[config.mk]
export PLATFORM = sky130hd
export DESIGN_NAME = dirty_region_merger
export DESIGN_NICKNAME = d
export VERILOG_FILES = /design/src/rtl/drm_pkg.sv /design/src/rtl/drm_ram.sv /design/src/rtl/drm_box_unit.sv /design/src/rtl/dirty_region_merger.sv
export SDC_FILE = /design/constraint.sdc
export NUM_CORES = 1
export LEC_CHECK = 0
export ABC_AREA = 1
export BUFFER_PORTS_ARGS = -buffer_cell sky130_fd_sc_hd__buf_2
export CELL_PAD_IN_SITES_DETAIL_PLACEMENT = 1
export CELL_PAD_IN_SITES_GLOBAL_PLACEMENT = 2
export CORE_ASPECT_RATIO = 0.9
export CORE_MARGIN = 3
export CORE_UTILIZATION = 37
export CTS_BUF_LIST = sky130_fd_sc_hd__clkbuf_8
export CTS_CLUSTER_DIAMETER = 100
export CTS_CLUSTER_SIZE = 12
export DETAILED_ROUTE_END_ITERATION = 8
export PLACE_DENSITY = 0.81
export SYNTH_ARGS = -nofsm -noshare
export SYNTH_HDL_FRONTEND = slang
export SYNTH_HIERARCHICAL = 1
export SYNTH_SLANG_ARGS = --single-unit
[constraint.sdc]
create_clock -name clk -period 8.25 [get_ports clk]
set_clock_uncertainty 0.1 [all_clocks]
set_input_delay 0 -clock clk [delete_from_list [all_inputs] [get_ports clk]]
set_output_delay 0 -clock clk [all_outputs]
set_load 0.01 [all_outputs]
[src/rtl/drm_pkg.sv]
// Shared types, codes and constants for the dirty region merger.
package drm_pkg;

  localparam int COORD_W           = 11;
  localparam int FIELD_W           = 16;
  localparam int CLIP_W            = 18;
  localparam int SLOT_W            = 3;
  localparam int TOTAL_W           = 4;
  localparam int STATUS_W          = 3;
  localparam int APB_DATA_W        = 32;
  localparam int APB_ADDR_W        = 3;
  localparam int DEF_MAX_REGIONS   = 8;
  localparam logic [COORD_W-1:0] SCREEN_W_RESET = 11'd240;
  localparam logic [COORD_W-1:0] SCREEN_H_RESET = 11'd240;

  typedef struct packed {
    logic [COORD_W-1:0] x;
    logic [COORD_W-1:0] y;
    logic [COORD_W-1:0] w;
    logic [COORD_W-1:0] h;
  } box_t;

  typedef enum logic {
    OP_MARK  = 1'b0,
    OP_DRAIN = 1'b1
  } opcode_t;

  typedef enum logic {
    REG_SCREEN_WIDTH  = 1'b0,
    REG_SCREEN_HEIGHT = 1'b1
  } reg_idx_t;

  typedef enum logic [STATUS_W-1:0] {
    ST_MERGED   = 3'd0,
    ST_APPENDED = 3'd1,
    ST_FOLDED   = 3'd2,
    ST_REJECTED = 3'd3,
    ST_DRAINED  = 3'd4,
    ST_EMPTY    = 3'd5
  } status_t;

  typedef enum logic [2:0] {
    S_IDLE,
    S_CLIP,
    S_CHECK,
    S_TEST,
    S_FOLD,
    S_DRD,
    S_DOUT,
    S_EMIT
  } state_t;

endpackage

[src/rtl/drm_ram.sv]
// Generic single-write, single-read RAM with registered read data.
module drm_ram #(
  parameter int WIDTH = 44,
  parameter int DEPTH = 8,
  localparam int AW = (DEPTH > 1) ? $clog2(DEPTH) : 1
) (
  input  logic             clk,
  input  logic             wr_en,
  input  logic [AW-1:0]    wr_addr,
  input  logic [WIDTH-1:0] wr_data,
  input  logic [AW-1:0]    rd_addr,
  output logic [WIDTH-1:0] rd_data
);

  logic [WIDTH-1:0] mem [DEPTH];

  always_ff @(posedge clk) begin
    if (wr_en) begin
      mem[wr_addr] <= wr_data;
    end
    rd_data <= mem[rd_addr];
  end

endmodule

[src/rtl/drm_box_unit.sv]
// Shared touch test and union of a stored region and the candidate rectangle.
module drm_box_unit
  import drm_pkg::*;
(
  input  box_t stored,
  input  box_t cand,
  output logic touch,
  output box_t joined
);

  logic [COORD_W:0] ax2, ay2, bx2, by2;
  logic [COORD_W:0] x2, y2, wx, wy;
  logic [COORD_W-1:0] x1, y1;

  always_comb begin
    ax2 = {1'b0, stored.x} + {1'b0, stored.w};
    ay2 = {1'b0, stored.y} + {1'b0, stored.h};
    bx2 = {1'b0, cand.x} + {1'b0, cand.w};
    by2 = {1'b0, cand.y} + {1'b0, cand.h};
    touch = !((ax2 < {1'b0, cand.x}) || (bx2 < {1'b0, stored.x}) ||
              (ay2 < {1'b0, cand.y}) || (by2 < {1'b0, stored.y}));
    x1 = (stored.x < cand.x) ? stored.x : cand.x;
    y1 = (stored.y < cand.y) ? stored.y : cand.y;
    x2 = (ax2 > bx2) ? ax2 : bx2;
    y2 = (ay2 > by2) ? ay2 : by2;
    wx = x2 - {1'b0, x1};
    wy = y2 - {1'b0, y1};
    joined.x = x1;
    joined.y = y1;
    joined.w = wx[COORD_W-1:0];
    joined.h = wy[COORD_W-1:0];
  end

endmodule

[src/rtl/dirty_region_merger.sv]
// Top level of the dirty region merger: sequencer, clip logic and config port.
//
//   channel  | handshake          | payload
//   ---------+--------------------+-----------------------------------------------
//   in       | in_valid/in_stall  | opcode, rect_x, rect_y, rect_w, rect_h
//   out      | out_valid/out_stall| status, slot, region_x/y/w/h, region_total, last
//   cfg      | APB psel/penable   | screen_width (0x0), screen_height (0x4)
//
// A mark takes the word, is clipped in S_CLIP and S_CHECK, has each stored region scanned
// through the single RAM read port and box unit, goes on through S_FOLD and a further
// S_TEST on a fold, and is handed off in S_EMIT. A drain takes the word, then per stored
// region a RAM read, capture and hand-off, or a single hand-off when the list is empty.
// Reset is synchronous; it empties the list and restores the 240x240 screen size.
// in_stall is high whenever the sequencer is busy; out_stall only holds the
// output word and the sequencer while a new word waits for the output register.
module dirty_region_merger
  import drm_pkg::*;
#(
  parameter int MAX_REGIONS = DEF_MAX_REGIONS
) (
  input  logic                      clk,
  input  logic                      rst,
  input  logic                      in_valid,
  output logic                      in_stall,
  input  logic                      opcode,
  input  logic signed [FIELD_W-1:0] rect_x,
  input  logic signed [FIELD_W-1:0] rect_y,
  input  logic signed [FIELD_W-1:0] rect_w,
  input  logic signed [FIELD_W-1:0] rect_h,
  output logic                      out_valid,
  input  logic                      out_stall,
  output logic [STATUS_W-1:0]       status,
  output logic [SLOT_W-1:0]         slot,
  output logic [COORD_W-1:0]        region_x,
  output logic [COORD_W-1:0]        region_y,
  output logic [COORD_W-1:0]        region_w,
  output logic [COORD_W-1:0]        region_h,
  output logic [TOTAL_W-1:0]        region_total,
  output logic                      last,
  input  logic                      psel,
  input  logic                      penable,
  input  logic                      pwrite,
  input  logic [APB_ADDR_W-1:0]     paddr,
  input  logic [APB_DATA_W-1:0]     pwdata,
  output logic [APB_DATA_W-1:0]     prdata,
  output logic                      pready
);

  localparam int AW = (MAX_REGIONS > 1) ? $clog2(MAX_REGIONS) : 1;
  localparam int CW = $clog2(MAX_REGIONS + 1);

  state_t state, state_next;
  logic [CW-1:0] count, count_next;
  logic [AW-1:0] idx, idx_next;
  logic          fold, fold_next;
  logic          op_drain;

  logic [COORD_W-1:0] screen_width, screen_height;

  logic signed [FIELD_W-1:0] rx, ry, rw, rh;
  logic signed [CLIP_W-1:0]  cx, cy, x2, y2;
  logic                      bad;
  box_t                      cand, cand_next;

  status_t            res_status, res_status_next;
  logic [SLOT_W-1:0]  res_slot, res_slot_next;
  box_t               res_box, res_box_next;
  logic [TOTAL_W-1:0] res_total, res_total_next;
  logic               res_last, res_last_next;

  status_t            out_status;
  box_t               out_box;
  logic [SLOT_W-1:0]  out_slot;
  logic [TOTAL_W-1:0] out_total;
  logic               out_last;
  logic               out_load, out_free;

  logic          wr_en;
  logic [AW-1:0] wr_addr, rd_addr;
  box_t          wr_data, rd_data;
  logic          touch;
  box_t          joined;

  logic                     in_accept, cfg_write;
  logic signed [CLIP_W-1:0] sum_x, sum_y, x2_c, y2_c, cx_c, cy_c, sw_e, sh_e;
  logic signed [CLIP_W-1:0] dx, dy;
  logic                     bad_c, empty;
  box_t                     clip_box, app_box;
  logic [CW-1:0]            idx_inc, count_inc;
  logic [AW+SLOT_W-1:0]     idx_ext, app_ext;
  logic [CW+TOTAL_W-1:0]    count_ext, count_inc_ext;
  logic                     do_append;

  drm_ram #(
    .WIDTH($bits(box_t)),
    .DEPTH(MAX_REGIONS)
  ) u_store (
    .clk    (clk),
    .wr_en  (wr_en),
    .wr_addr(wr_addr),
    .wr_data(wr_data),
    .rd_addr(rd_addr),
    .rd_data(rd_data)
  );

  drm_box_unit u_box (
    .stored(rd_data),
    .cand  (cand),
    .touch (touch),
    .joined(joined)
  );

  assign in_stall  = (state != S_IDLE);
  assign in_accept = in_valid && !in_stall;
  assign out_free  = !out_valid || !out_stall;
  assign cfg_write = psel && penable && pwrite && pready;
  assign pready    = 1'b1;
  assign prdata    = {{(APB_DATA_W-COORD_W){1'b0}},
                      (paddr[2] == REG_SCREEN_HEIGHT) ? screen_height : screen_width};

  assign idx_inc       = CW'(idx) + CW'(1);
  assign count_inc     = count + CW'(1);
  assign idx_ext       = {{SLOT_W{1'b0}}, idx};
  assign app_ext       = {{SLOT_W{1'b0}}, count[AW-1:0]};
  assign count_ext     = {{TOTAL_W{1'b0}}, count};
  assign count_inc_ext = {{TOTAL_W{1'b0}}, count_inc};

  always_comb begin
    sw_e  = signed'({{(CLIP_W-COORD_W){1'b0}}, screen_width});
    sh_e  = signed'({{(CLIP_W-COORD_W){1'b0}}, screen_height});
    sum_x = {{2{rx[FIELD_W-1]}}, rx} + {{2{rw[FIELD_W-1]}}, rw};
    sum_y = {{2{ry[FIELD_W-1]}}, ry} + {{2{rh[FIELD_W-1]}}, rh};
    x2_c  = (sum_x < sw_e) ? sum_x : sw_e;
    y2_c  = (sum_y < sh_e) ? sum_y : sh_e;
    cx_c  = rx[FIELD_W-1] ? '0 : {2'b00, rx};
    cy_c  = ry[FIELD_W-1] ? '0 : {2'b00, ry};
    bad_c = (rw <= 16'sd0) || (rh <= 16'sd0);
    empty = bad || (cx >= x2) || (cy >= y2);
    dx    = x2 - cx;
    dy    = y2 - cy;
    clip_box.x = cx[COORD_W-1:0];
    clip_box.y = cy[COORD_W-1:0];
    clip_box.w = dx[COORD_W-1:0];
    clip_box.h = dy[COORD_W-1:0];
    app_box = (state == S_CHECK) ? clip_box : cand;
  end

  always_comb begin
    state_next      = state;
    count_next      = count;
    idx_next        = idx;
    fold_next       = fold;
    cand_next       = cand;
    res_status_next = res_status;
    res_slot_next   = res_slot;
    res_box_next    = res_box;
    res_total_next  = res_total;
    res_last_next   = res_last;
    wr_en           = 1'b0;
    wr_addr         = idx;
    wr_data         = joined;
    rd_addr         = '0;
    out_load        = 1'b0;
    do_append       = 1'b0;
    case (state)
      S_IDLE: begin
        if (in_valid) begin
          fold_next = 1'b0;
          idx_next  = '0;
          if (opcode == OP_DRAIN) begin
            if (count == '0) begin
              res_status_next = ST_EMPTY;
              res_slot_next   = '0;
              res_box_next    = '0;
              res_total_next  = '0;
              res_last_next   = 1'b1;
              state_next      = S_EMIT;
            end else begin
              state_next = S_DRD;
            end
          end else begin
            state_next = S_CLIP;
          end
        end
      end
      S_CLIP: begin
        state_next = S_CHECK;
      end
      S_CHECK: begin
        if (empty) begin
          res_status_next = ST_REJECTED;
          res_slot_next   = '0;
          res_box_next    = '0;
          res_total_next  = count_ext[TOTAL_W-1:0];
          res_last_next   = 1'b1;
          state_next      = S_EMIT;
        end else begin
          cand_next = clip_box;
          if (count == '0) begin
            do_append = 1'b1;
          end else begin
            state_next = S_TEST;
          end
        end
      end
      S_TEST: begin
        rd_addr = idx_inc[AW-1:0];
        if (touch || fold) begin
          wr_en           = 1'b1;
          wr_addr         = idx;
          wr_data         = joined;
          res_status_next = fold ? ST_FOLDED : ST_MERGED;
          res_slot_next   = idx_ext[SLOT_W-1:0];
          res_box_next    = joined;
          res_total_next  = count_ext[TOTAL_W-1:0];
          res_last_next   = 1'b1;
          state_next      = S_EMIT;
        end else if (idx_inc == count) begin
          if (count < CW'(MAX_REGIONS)) begin
            do_append = 1'b1;
          end else begin
            fold_next  = 1'b1;
            idx_next   = '0;
            state_next = S_FOLD;
          end
        end else begin
          idx_next = idx_inc[AW-1:0];
        end
      end
      S_FOLD: begin
        state_next = S_TEST;
      end
      S_DRD: begin
        rd_addr    = idx;
        state_next = S_DOUT;
      end
      S_DOUT: begin
        res_status_next = ST_DRAINED;
        res_slot_next   = idx_ext[SLOT_W-1:0];
        res_box_next    = rd_data;
        res_total_next  = '0;
        res_last_next   = (idx_inc == count);
        state_next      = S_EMIT;
      end
      S_EMIT: begin
        if (out_free) begin
          out_load = 1'b1;
          if (res_last) begin
            if (op_drain) begin
              count_next = '0;
            end
            state_next = S_IDLE;
          end else begin
            idx_next   = idx_inc[AW-1:0];
            state_next = S_DRD;
          end
        end
      end
      default: begin
        state_next = S_IDLE;
      end
    endcase
    if (do_append) begin
      wr_en           = 1'b1;
      wr_addr         = count[AW-1:0];
      wr_data         = app_box;
      res_status_next = ST_APPENDED;
      res_slot_next   = app_ext[SLOT_W-1:0];
      res_box_next    = app_box;
      res_total_next  = count_inc_ext[TOTAL_W-1:0];
      res_last_next   = 1'b1;
      count_next      = count_inc;
      state_next      = S_EMIT;
    end
  end

  always_ff @(posedge clk) begin
    if (rst) begin
      state         <= S_IDLE;
      count         <= '0;
      idx           <= '0;
      fold          <= 1'b0;
      out_valid     <= 1'b0;
      screen_width  <= SCREEN_W_RESET;
      screen_height <= SCREEN_H_RESET;
    end else begin
      state <= state_next;
      count <= count_next;
      idx   <= idx_next;
      fold  <= fold_next;
      if (out_load) begin
        out_valid <= 1'b1;
      end else if (!out_stall) begin
        out_valid <= 1'b0;
      end
      if (cfg_write) begin
        if (paddr[2] == REG_SCREEN_HEIGHT) begin
          screen_height <= pwdata[COORD_W-1:0];
        end else begin
          screen_width <= pwdata[COORD_W-1:0];
        end
      end
    end
  end

  always_ff @(posedge clk) begin
    if (in_accept) begin
      op_drain <= (opcode == OP_DRAIN);
      rx       <= rect_x;
      ry       <= rect_y;
      rw       <= rect_w;
      rh       <= rect_h;
    end
    if (state == S_CLIP) begin
      cx  <= cx_c;
      cy  <= cy_c;
      x2  <= x2_c;
      y2  <= y2_c;
      bad <= bad_c;
    end
    cand       <= cand_next;
    res_status <= res_status_next;
    res_slot   <= res_slot_next;
    res_box    <= res_box_next;
    res_total  <= res_total_next;
    res_last   <= res_last_next;
    if (out_load) begin
      out_status <= res_status;
      out_slot   <= res_slot;
      out_box    <= res_box;
      out_total  <= res_total;
      out_last   <= res_last;
    end
  end

  assign status       = out_status;
  assign slot         = out_slot;
  assign region_x     = out_box.x;
  assign region_y     = out_box.y;
  assign region_w     = out_box.w;
  assign region_h     = out_box.h;
  assign region_total = out_total;
  assign last         = out_last;

`ifndef SYNTHESIS
  a_count_bound: assert property (@(posedge clk) disable iff (rst)
    count <= CW'(MAX_REGIONS))
    else $error("region count above capacity");

  a_busy_after_accept: assert property (@(posedge clk) disable iff (rst)
    in_accept |=> (state != S_IDLE))
    else $error("sequencer idle right after taking a word");

  a_drain_empties: assert property (@(posedge clk) disable iff (rst)
    (state == S_EMIT && out_free && res_last && op_drain) |=> (count == '0))
    else $error("list not empty after drain");

  a_write_states: assert property (@(posedge clk) disable iff (rst)
    wr_en |-> (state == S_CHECK || state == S_TEST))
    else $error("store written outside mark update");
`endif

endmodule

### Word-level counts from Yosys, hierarchy flattened

Memory sizes are Yosys's and may differ from the RTL's. A register that Yosys moved wholly into a read port is not among the register bits.
Cells that the tools add are included.

* register bits: 318
* memory bits (writable): 352
* input port bits: 107
* logic and storage cells: 222
* memories kept: 1

* $add $sub $neg: 12
* magnitude comparators: 15
* eq/ne operators: 29
* mux-type cells: 89
* bitwise operators: 2
* reduce and logical (&&, ||, !) cells: 35

Memories
* u_store.mem: words 8, width 44, read ports 1, clocked after memory_dff 1, wr ports 1, line drm_ram.sv:15 `logic [WIDTH-1:0] mem [DEPTH];`

Operators by type and width (number)
* 44-bit 2-to-1 mux: 8
* 44-bit case mux with 4 select lines: 1
* 3-bit 2-to-1 mux: 28
* 11-bit 2-to-1 mux: 7
* 11-bit by 11-bit adder with 12-bit output: 4
* 12-bit by 11-bit less-than comparator with 1-bit output: 4
* 4-bit 2-to-1 mux: 11
* 11-bit subtractor: 4
* 16-bit by 16-bit adder with 17-bit output: 2
* 16-bit by 17-bit greater-or-equal comparator with 1-bit output: 2
* 17-bit by 12-bit less-than comparator with 1-bit output: 2
* 16-bit by 1-bit less-or-equal comparator with 1-bit output (second input constant): 2
* 12-bit greater-than comparator: 2
* 3-bit case mux with 4 select lines: 2
* 3-bit case mux with 8 select lines: 1
* 1-bit 2-to-1 mux: 23
* 11-bit less-than comparator: 2
* 3-bit inequality test (second input constant): 7
* 2-bit inequality test (second input constant): 10
* 6-bit AND reduction: 3
* 4-bit case mux with 4 select lines: 1
* 3-bit equality test (second input constant): 4
* 4-bit inequality test (second input constant): 3
* 5-bit AND reduction: 2
* other kinds (24): 47

### Logic depth before layout (Yosys ltp)

Gate-level depths: netlist of the first run.

* depth in word-level cells: 12
* gate-level depth with buffers: 32
* gate-level depth less buffers: 32

### Modules after synthesis

Netlist of the first run, hierarchy kept.

Modules (own cells, without submodules)
* dirty_region_merger: instances 1, cells an instance 1782, area an instance 17072.6 µm², sequential area each 9168.8 µm²
* drm_ram: instances 1, cells an instance 1583, area an instance 16315.6 µm², sequential area each 11451.0 µm²
* drm_box_unit: instances 1, cells an instance 965, area an instance 5844.4 µm², sequential area each 0.0 µm²

### Worst setup path after synthesis of the first run

OpenSTA, ideal clock, no wires.

* kind: flip-flop to flip-flop
* start point: register, netlist name cand[22]
* end point: register op_drain (enable)
* setup time: 571 ps
* arrival: 7295 ps
* data required time: 7579 ps
* path slack: 284 ps
* stages on the path, launching flop included: 20
* clock period less this slack: 7966 ps
* cells stage by stage: edfxtp_1 ha_1 fa_1 a21oi_2 o21ai_2 xor2_1 ha_1 inv_1 nor3_1 nor3_1 nand2_1 nand2_1 nand2_1 a21oi_1 nor2_1 nor2_1 nor2_1 inv_1 nand3_1 nor3_1

RTL lines
* end signal: assignment: line dirty_region_merger.sv:308 `op_drain <= (opcode == OP_DRAIN);`
* end: declaration: line dirty_region_merger.sv:56 `logic op_drain;`

### Final worst setup path of the first run

* start point: register, netlist name cand[35]
* end point: memory u_store.mem[5][29] (enable)

* elaborated cells on any way between the ends: 16

RTL lines
* 11-bit by 11-bit adder with 12-bit output: line drm_box_unit.sv:18 `bx2 = {1'b0, cand.x} + {1'b0, cand.w};`
* 12-bit by 11-bit less-than comparator with 1-bit output: line drm_box_unit.sv:20 `touch = !((ax2 < {1'b0, cand.x}) || (bx2 < {1'b0, stored.x}) ||`
* 1-bit logical OR * (2 in a row): line drm_box_unit.sv:20
* 1-bit logical OR *: line drm_box_unit.sv:21 `(ay2 < {1'b0, cand.y}) || (by2 < {1'b0, stored.y}));`
* 1-bit logical NOT *: line drm_box_unit.sv:20
* net touch: line dirty_region_merger.sv:81 `logic touch;`
* 1-bit logical OR *: line dirty_region_merger.sv:208 `if (touch || fold) begin`
* 1-bit 2-to-1 mux *: line dirty_region_merger.sv:208
* 1-bit case mux with 2 select lines *: line dirty_region_merger.sv:165 `case (state)`
* 3-bit 2-to-1 mux *: line dirty_region_merger.sv:263 `if (do_append) begin`
* net wr_addr[0]: line dirty_region_merger.sv:79 `logic [AW-1:0] wr_addr, rd_addr;`
* end: declaration: line drm_ram.sv:15

The timed path passes the listed nets; every way through them passes the cells marked *.

==> impl_metrics.yaml, run 1 <==
critical_path:
  cp.required_ps: 8550
  critPathKind: "flip-flop to flip-flop"
  cp_data_arrival_time_ps: 6600
  cp-start-kind: "flip-flop"
  r2r-start: "cand[35]$_DFFE_PP_"
  crit_top_cell: "nand2_1"
  crit_path_max_incr_delay_ps: 810
  cp_slowest_cell: "nor2_4"
  worstSetupStartpoint: "cand[35]$_DFFE_PP_"
  cp-end-kind: "flip-flop"
  worstPathMaxFanout: 60
worst_hold_path:
  hold_class: "input port to flip-flop"
  hp-start: "opcode"
synthesis:
  yosysUniqueCellTypes: 54
  synth_xor_xnor_area_share: 0.02041
  synth-compound-area-share: 0.05769
  syn-cell-area_um2: 39230
  synth-edff-count: 632
  yosys.area_share.adder: 0.08579
  synth_seq_cells: 714
  syn_area_per_cell_um2: 9.061
  synth_seq_area_share: 0.5256
  synth-simple-area-share: 0.2146
  synth_top_family_by_area: "simple AND/OR/NAND/NOR gates"
  yosysWarningCount: 6
  synth_top_flop_cell: "edfxtp_1"
  synth_cells: 4330
  synth_mux_area_frac: 0
  async_flop_share: 0
route:
  routed-via-count: 30036
  drt_wl_total_um: 118700
  via_per_inst: 4.953
  route.detailed.drc: 0
  drtIter0Drc: 1896
  dr.pass1.iters: 5
  wl_per_cell_um: 19.57
  ant_nets: 0
sta:
  hold_viol_final: 0
  rsz0062_at_grt: "no"
  drv_slew: 0
  timing.fmax_mhz: 158.7
  setup_viol: 0
  tightestPinTransition_ps: 1116
  min_period_ps: 6302
  final_min_period_over_clock_period: 0.7638
  setup_tns_ps: 0
  slew_headroom: 0.2535
final_layout:
  final_nets: 5008
  drive_gt1_frac: 0.08372
  area_growth_syn_to_layout_pct: 13.11
  n_fill_cell: 12007
clock_tree:
  cts_tree: "yes"
  clk-insertion-delay-late_ps: 740
  hold_buffers: 180
  root_buffer: "clkbuf_8"
  cts_buffers: 72
  clkTransAtPathRegs_ps: 90
  cts_setup_buffers: 0
  numClockSinks: 714
  ctsLongestPathBuffers: 3
  cts.htree.levels: 3
  cts_resized: 0
global_route:
  grt_pass1_wl_um: 182000
  grt_max_degree: 137
  grt-ovfl-total: 0
  antenna_found_initial: 5
  grtUsageTotal: 0.2152
  grt_pass1_vias: 31294
place:
  dp_hpwl_um: 81470
  port_buffers: 151
  gp_congestion: 0.8542
die:
  die_h_um: 314.9
  die_w_um: 349.2
  rows: 112
  initial_core_util: 0.3758
  pin_count: 197
  die_area_um2: 110000
  coreArea_um2: 104400
run_status:
  outcome: "complete, no violations"
job:
  cap_violations: 0
-- area by class of cell --
cell class,count,area (um^2),share of cell area
diodes,2,5.005,0.0001128
flip-flops and latches,714,20620,0.4646
well taps,1368,1712,0.03857
repair buffers,359,2843,0.06406
multi-input cells,2748,15060,0.3393
clock inverters,55,311.5,0.007020
clock buffers,75,1032,0.02326
inverters,743,2796,0.06301
-- stage by stage --
step                      hold slack (ps)  worst slack [ps]    util  std cells  cell area, um^2
after floorplan                    -1.131             284.4       -       4350            39310
after global placement              76.13              1969  0.3949       5752            41230
after detailed placement            78.27              1895  0.3949       5752            41230
after CTS                           39.00              1869  0.4250       6062            44370
after global routing                92.97              1496  0.4251       6064            44380
final                               100.3              1948  0.4251       6064            44380
-- placed cells by master (no fill, tap or decap), types with 6 or more instances in the layout --
cell type / instances
a21o_1: 12
a21oi_1: 155
a21oi_2: 9
buf_12: 6
buf_2: 151
buf_4: 22
clkbuf_8: 75
conb_1: 22
dfxtp_1: 82
dlygate4sd3_1: 180
edfxtp_1: 632
fa_1: 10
ha_1: 253
inv_1: 767
inv_2: 14
nand2_1: 1287
nand2_2: 12
nand3_1: 366
nand3_2: 30
nand3b_1: 7
nand4_1: 37
nor2_1: 171
nor2_2: 11
nor2_4: 13
nor3_1: 17
nor4_1: 8
o211ai_1: 41
o21a_1: 10
o21ai_0: 76
o21ai_1: 39
o21ai_2: 7
o21bai_1: 10
o31ai_1: 7
or2_2: 17
xnor2_1: 29
xor2_1: 55
-- metal layers --
layer | track usage | vias up | part of all wire
met4 | 0.06421 | 0 | 0.030
met3 | 0.03620 | 172 | 0.049
li1 | - | 14660 | -
met1 | 0.2916 | 14577 | 0.46
met5 | 0 | - | 0
met2 | 0.3540 | 627 | 0.46
-- sequential cells by signal, indices dropped and copies added, names as in the netlist, 11 cells and up --
signal,count
cy,15
screen_height,11
y2,17
u_store/rd_data,44
screen_width,11
cand,44
x2,17
ry,16
res_box,44
rx,16
cx,15
region_w,11
region_h,11
region_x,11
rw,16
u_store/mem,352
region_y,11
rh,16
-- worst paths after layout --
path | to | slack (ps) | cells after the start
hold reg to reg | region_h[9]$_DFFE_PP_ | 310 | 0
setup / recovery | u_store/mem[5][29]$_DFFE_PP_ | 1950 | 25
hold / removal | state[2]$_SDFFE_PP0P_ | 100 | 6
setup reg to reg | u_store/mem[5][29]$_DFFE_PP_ | 1950 | 25
-- synthesized netlist by cell type, types with 11 or more instances --
master,instances,share of area
nand3_2,30,0.0077
a21o_1,12,0.0023
inv_2,12,0.0011
o21ai_0,77,0.0098
nor3_1,19,0.0024
dfxtp_1,82,0.042
or2_2,17,0.0027
buf_4,38,0.0073
nand2_1,1288,0.12
inv_1,723,0.069
a21oi_1,155,0.020
buf_6,24,0.0069
clkbuf_1,35,0.0033
edfxtp_1,632,0.48
nor2_2,11,0.0018
nand2_2,11,0.0018
nand4_1,37,0.0059
nand3_1,366,0.047
xor2_1,55,0.012
xnor2_1,29,0.0065
o21ai_1,39,0.0050
ha_1,253,0.081
nor2_1,181,0.017
o211ai_1,41,0.0078
buf_2,36,0.0046
-- logic make-up after synthesis --
logic type | count (synthesis)
AND/OR/NAND/NOR | 1987
buffers and inverters | 888
flip-flops | 714
AO/OA/AOI/OAI | 388
adder cells (fa/ha/maj) | 263
XOR/XNOR | 88
other | 2
-- critical path: cells and delay by family (launching register included) --
kind	cells	cell delay, ps
simple gates	15	3170
buf+inv	3	460
flops	1	470
compound gates	4	630
xor+xnor	1	390
fa+ha+maj	2	700
Power of run 1 is not shown: default switching activity piles up to over one toggle a cycle in this logic, so the estimate is an artifact.
==> run 2, diff against run 1 <==
ABC_AREA = 0   (was 1)
CORE_UTILIZATION = 41   (was 37)
clock period = 5.4 ns   (was 8.25 ns; I/O delays follow)
==> impl_metrics.yaml, run 2 <==
critical_path:
  crit_top_cell: "a21oi_2"
  crit_path_max_incr_delay_ps: 450
  cp_data_arrival_time_ps: 6340
  cp-start-kind: "flip-flop"
  cp.required_ps: 5820
  worstPathMaxFanout: 8
  cp_slowest_cell: "edfxtp_1"
  critPathKind: "flip-flop to flip-flop"
  cp-end-kind: "flip-flop"
pwr:
  p_per_area_nw_per_um2: 509.1
  switching_share: 0.3854
  power_switching_uw: 9100
  pwr-share-comb: 0.497
  seq_power_share: 0.363
  intPower_uw: 14510
  power.leakage_uw: 0.01815
  p_clk_frac: 0.140
  ir_drop_mv: 0.3447
clock_tree:
  ctsLongestPathBuffers: 3
  clkTransAtPathRegs_ps: 100
  numClockSinks: 714
  cts_tree: "yes"
  cts_buffers: 71
  cts.htree.levels: 3
  root_buffer: "clkbuf_8"
  clk-insertion-delay-late_ps: 720
global_route:
  grt-ovfl-total: 0
  grt_max_degree: 89
  antenna_found_initial: 4
  grt_pass1_wl_um: 178600
  grtUsageTotal: 0.2579
  grt_pass1_vias: 28215
sta:
  rsz0062_at_grt: "yes"
  final_min_period_over_clock_period: 1.096
  tightestPinTransition_ps: 1093
  hold_viol_final: 0
  min_period_ps: 5920
  slew_headroom: 0.2694
  setup_slack_ps: -519.8
  timing.fmax_mhz: 168.9
  setup_viol: 509
  drv_slew: 0
synthesis:
  synth-compound-area-share: 0.09896
  syn_area_per_cell_um2: 13.02
  synth_most_common_cell: "edfxtp_1"
  syn-cell-area_um2: 36260
  synth_top_flop_cell: "edfxtp_1"
  synth_top_family_by_area: "compound AO/OA/AOI/OAI gates"
  synth_top_area_cell: "edfxtp_1"
  yosys.area_share.adder: 0.09282
  synth_cells: 2785
  synth_xor_xnor_area_share: 0.02208
  yosys.area.top_type_share: 0.5234
  synth-simple-area-share: 0.08741
  synth-edff-count: 632
  synth_seq_area_share: 0.5687
  synth_mux_area_frac: 0.09099
  synth_common_cells: "edfxtp_1, ha_1, nand2_1, inv_1, nor2_1"
  yosysUniqueCellTypes: 91
  synth_seq_cells: 714
  async_flop_share: 0
  yosysWarningCount: 6
  ys_top_cells_by_area: "edfxtp_1, ha_1, mux4_2, dfxtp_1, nand2_1"
die:
  die_w_um: 319.5
  die_area_um2: 92050
  initial_core_util: 0.4178
  coreArea_um2: 86780
  pin_count: 197
  die_h_um: 288.1
  rows: 102
run_status:
  outcome: "finished with violations"
  failed_checks: "negative setup slack"
route:
  ant_nets: 0
  drt_wl_total_um: 126000
  route.detailed.drc: 0
  via_per_inst: 5.719
  drtIter0Drc: 2130
  routed-via-count: 26744
  dr.pass1.iters: 5
  wl_per_cell_um: 26.95
place:
  dp_hpwl_um: 79130
  placed_cells: 4261
  gp_congestion: 0.9267
  port_buffers: 151
  dp_slack_ps: -833.2
final_layout:
  final_nets: 3852
  top_register: "u_store/mem"
  final_cells: 4676
  largest_register_ffs: 352
  final_cell_mix: "edfxtp_1, buf_4, ha_1"
  area_growth_syn_to_layout_pct: 27.91
  layout_commonest_cell: "edfxtp_1"
  drive_gt1_frac: 0.2825
  n_fill_cell: 8795
worst_hold_path:
  hold_class: "input port to flip-flop"
job:
  cap_violations: 0
[run 2: cell count changes in the layout (fill, tap and decap cells not counted), moves of 56 or more]
cell and delta:
mux4_2 +88, nor2b_1 +61, inv_1 -532, mux2_2 +58, nand2_1 -1079, buf_4 +254, nand3_1 -325, nor2_1 -56
[run 2: logic make-up after synthesis]
| group | after synthesis |
|---|---|
| flip-flops | 714 |
| multiplexers | 202 |
| buffers and inverters | 318 |
| adder cells (fa/ha/maj) | 263 |
| AO/OA/AOI/OAI | 539 |
| XOR/XNOR | 89 |
| other | 2 |
| AND/OR/NAND/NOR | 658 |
[run 2: power groups by stage]
stage | combinational, uW | sequential (uW) | clock, uW
CTS | 10600 | 8580 | 3340
global placement | 9190 | 8670 | 0
floorplan | 6060 | 8490 | 0
global route | 12600 | 8630 | 3570
finish | 11700 | 8580 | 3310
detailed placement | 9650 | 8690 | 0
[run 2: path summary, 6_finish.rpt]
kind / from / slack, ps / to / cells after the start
setup / recovery: cand[0]$_DFFE_PP_ / -520 / u_store/mem[2][10]$_DFFE_PP_ / 28
hold / removal: out_stall / 90 / out_valid$_SDFFE_PP0P_ / 4
setup reg to reg: cand[0]$_DFFE_PP_ / -520 / u_store/mem[2][10]$_DFFE_PP_ / 28
hold reg to reg: res_box[29]$_DFFE_PP_ / 310 / region_y[7]$_DFFE_PP_ / 0
[run 2: final cells by class]
cell class / count / area, um^2 / area share
multi-input cells: 1773 / 15430 / 0.3327
diodes: 3 / 7.507 / 0.0001619
well taps: 1144 / 1431 / 0.03086
flip-flops and latches: 714 / 20630 / 0.4447
clock inverters: 45 / 217.7 / 0.004694
clock buffers: 75 / 1032 / 0.02226
repair buffers: 722 / 6882 / 0.1484
inverters: 200 / 750.7 / 0.01619
[run 2: per-stage QoR]
| stage | setup TNS (ps) | cell area [um^2] | power (uW) | util | hold WS (ps) |
|---|---|---|---|---|---|
| final | -65130 | 46380 | 23610 | 0.5344 | 87.82 |
| after CTS | -66680 | 45010 | 22540 | 0.5187 | 34.88 |
| after global placement | -126260 | 40560 | 17860 | 0.4674 | 77.54 |
| after floorplan | -15420 | 36530 | 14550 | - | -1.131 |
| after detailed placement | -190340 | 40560 | 18350 | 0.4674 | 78.71 |
| after global routing | -142790 | 46380 | 24850 | 0.5344 | 69.43 |
[run 2: what timing repair did]
| action | 4_1_cts | 5_1_grt |
|---|---|---|
| hold endpoints to repair | 144 | 0 |
| resized for setup | 122 | 159 |
| setup endpoints to repair | 728 | 792 |
| setup buffers | 60 | 48 |
| gates cloned | 18 | 27 |
| pin swaps | 66 | 74 |
| hold buffers | 170 | 0 |
[run 2: worst max-delay path: cells and delay by family (launching register included)]
family,cells,cell delay (ps)
AND/OR/NAND/NOR,4,510
AO/OA/AOI/OAI,14,2390
flip-flops,1,450
adder cells (fa/ha/maj),5,1490
buffers and inverters,2,230
XOR/XNOR,3,550
[run 2: routing by layer]
layer / part of all wire / track usage / routed length, um / vias to the layer above
li1: - / - / - / 11805
met2: 0.50 / 0.4546 / 63450 / 884
met3: 0.055 / 0.03761 / 6960 / 234
met4: 0.033 / 0.07866 / 4192 / 2
met5: 0.000095 / 0 / 12 / -
met1: 0.41 / 0.3298 / 51390 / 13819
Power figures use the tool's default switching activity.
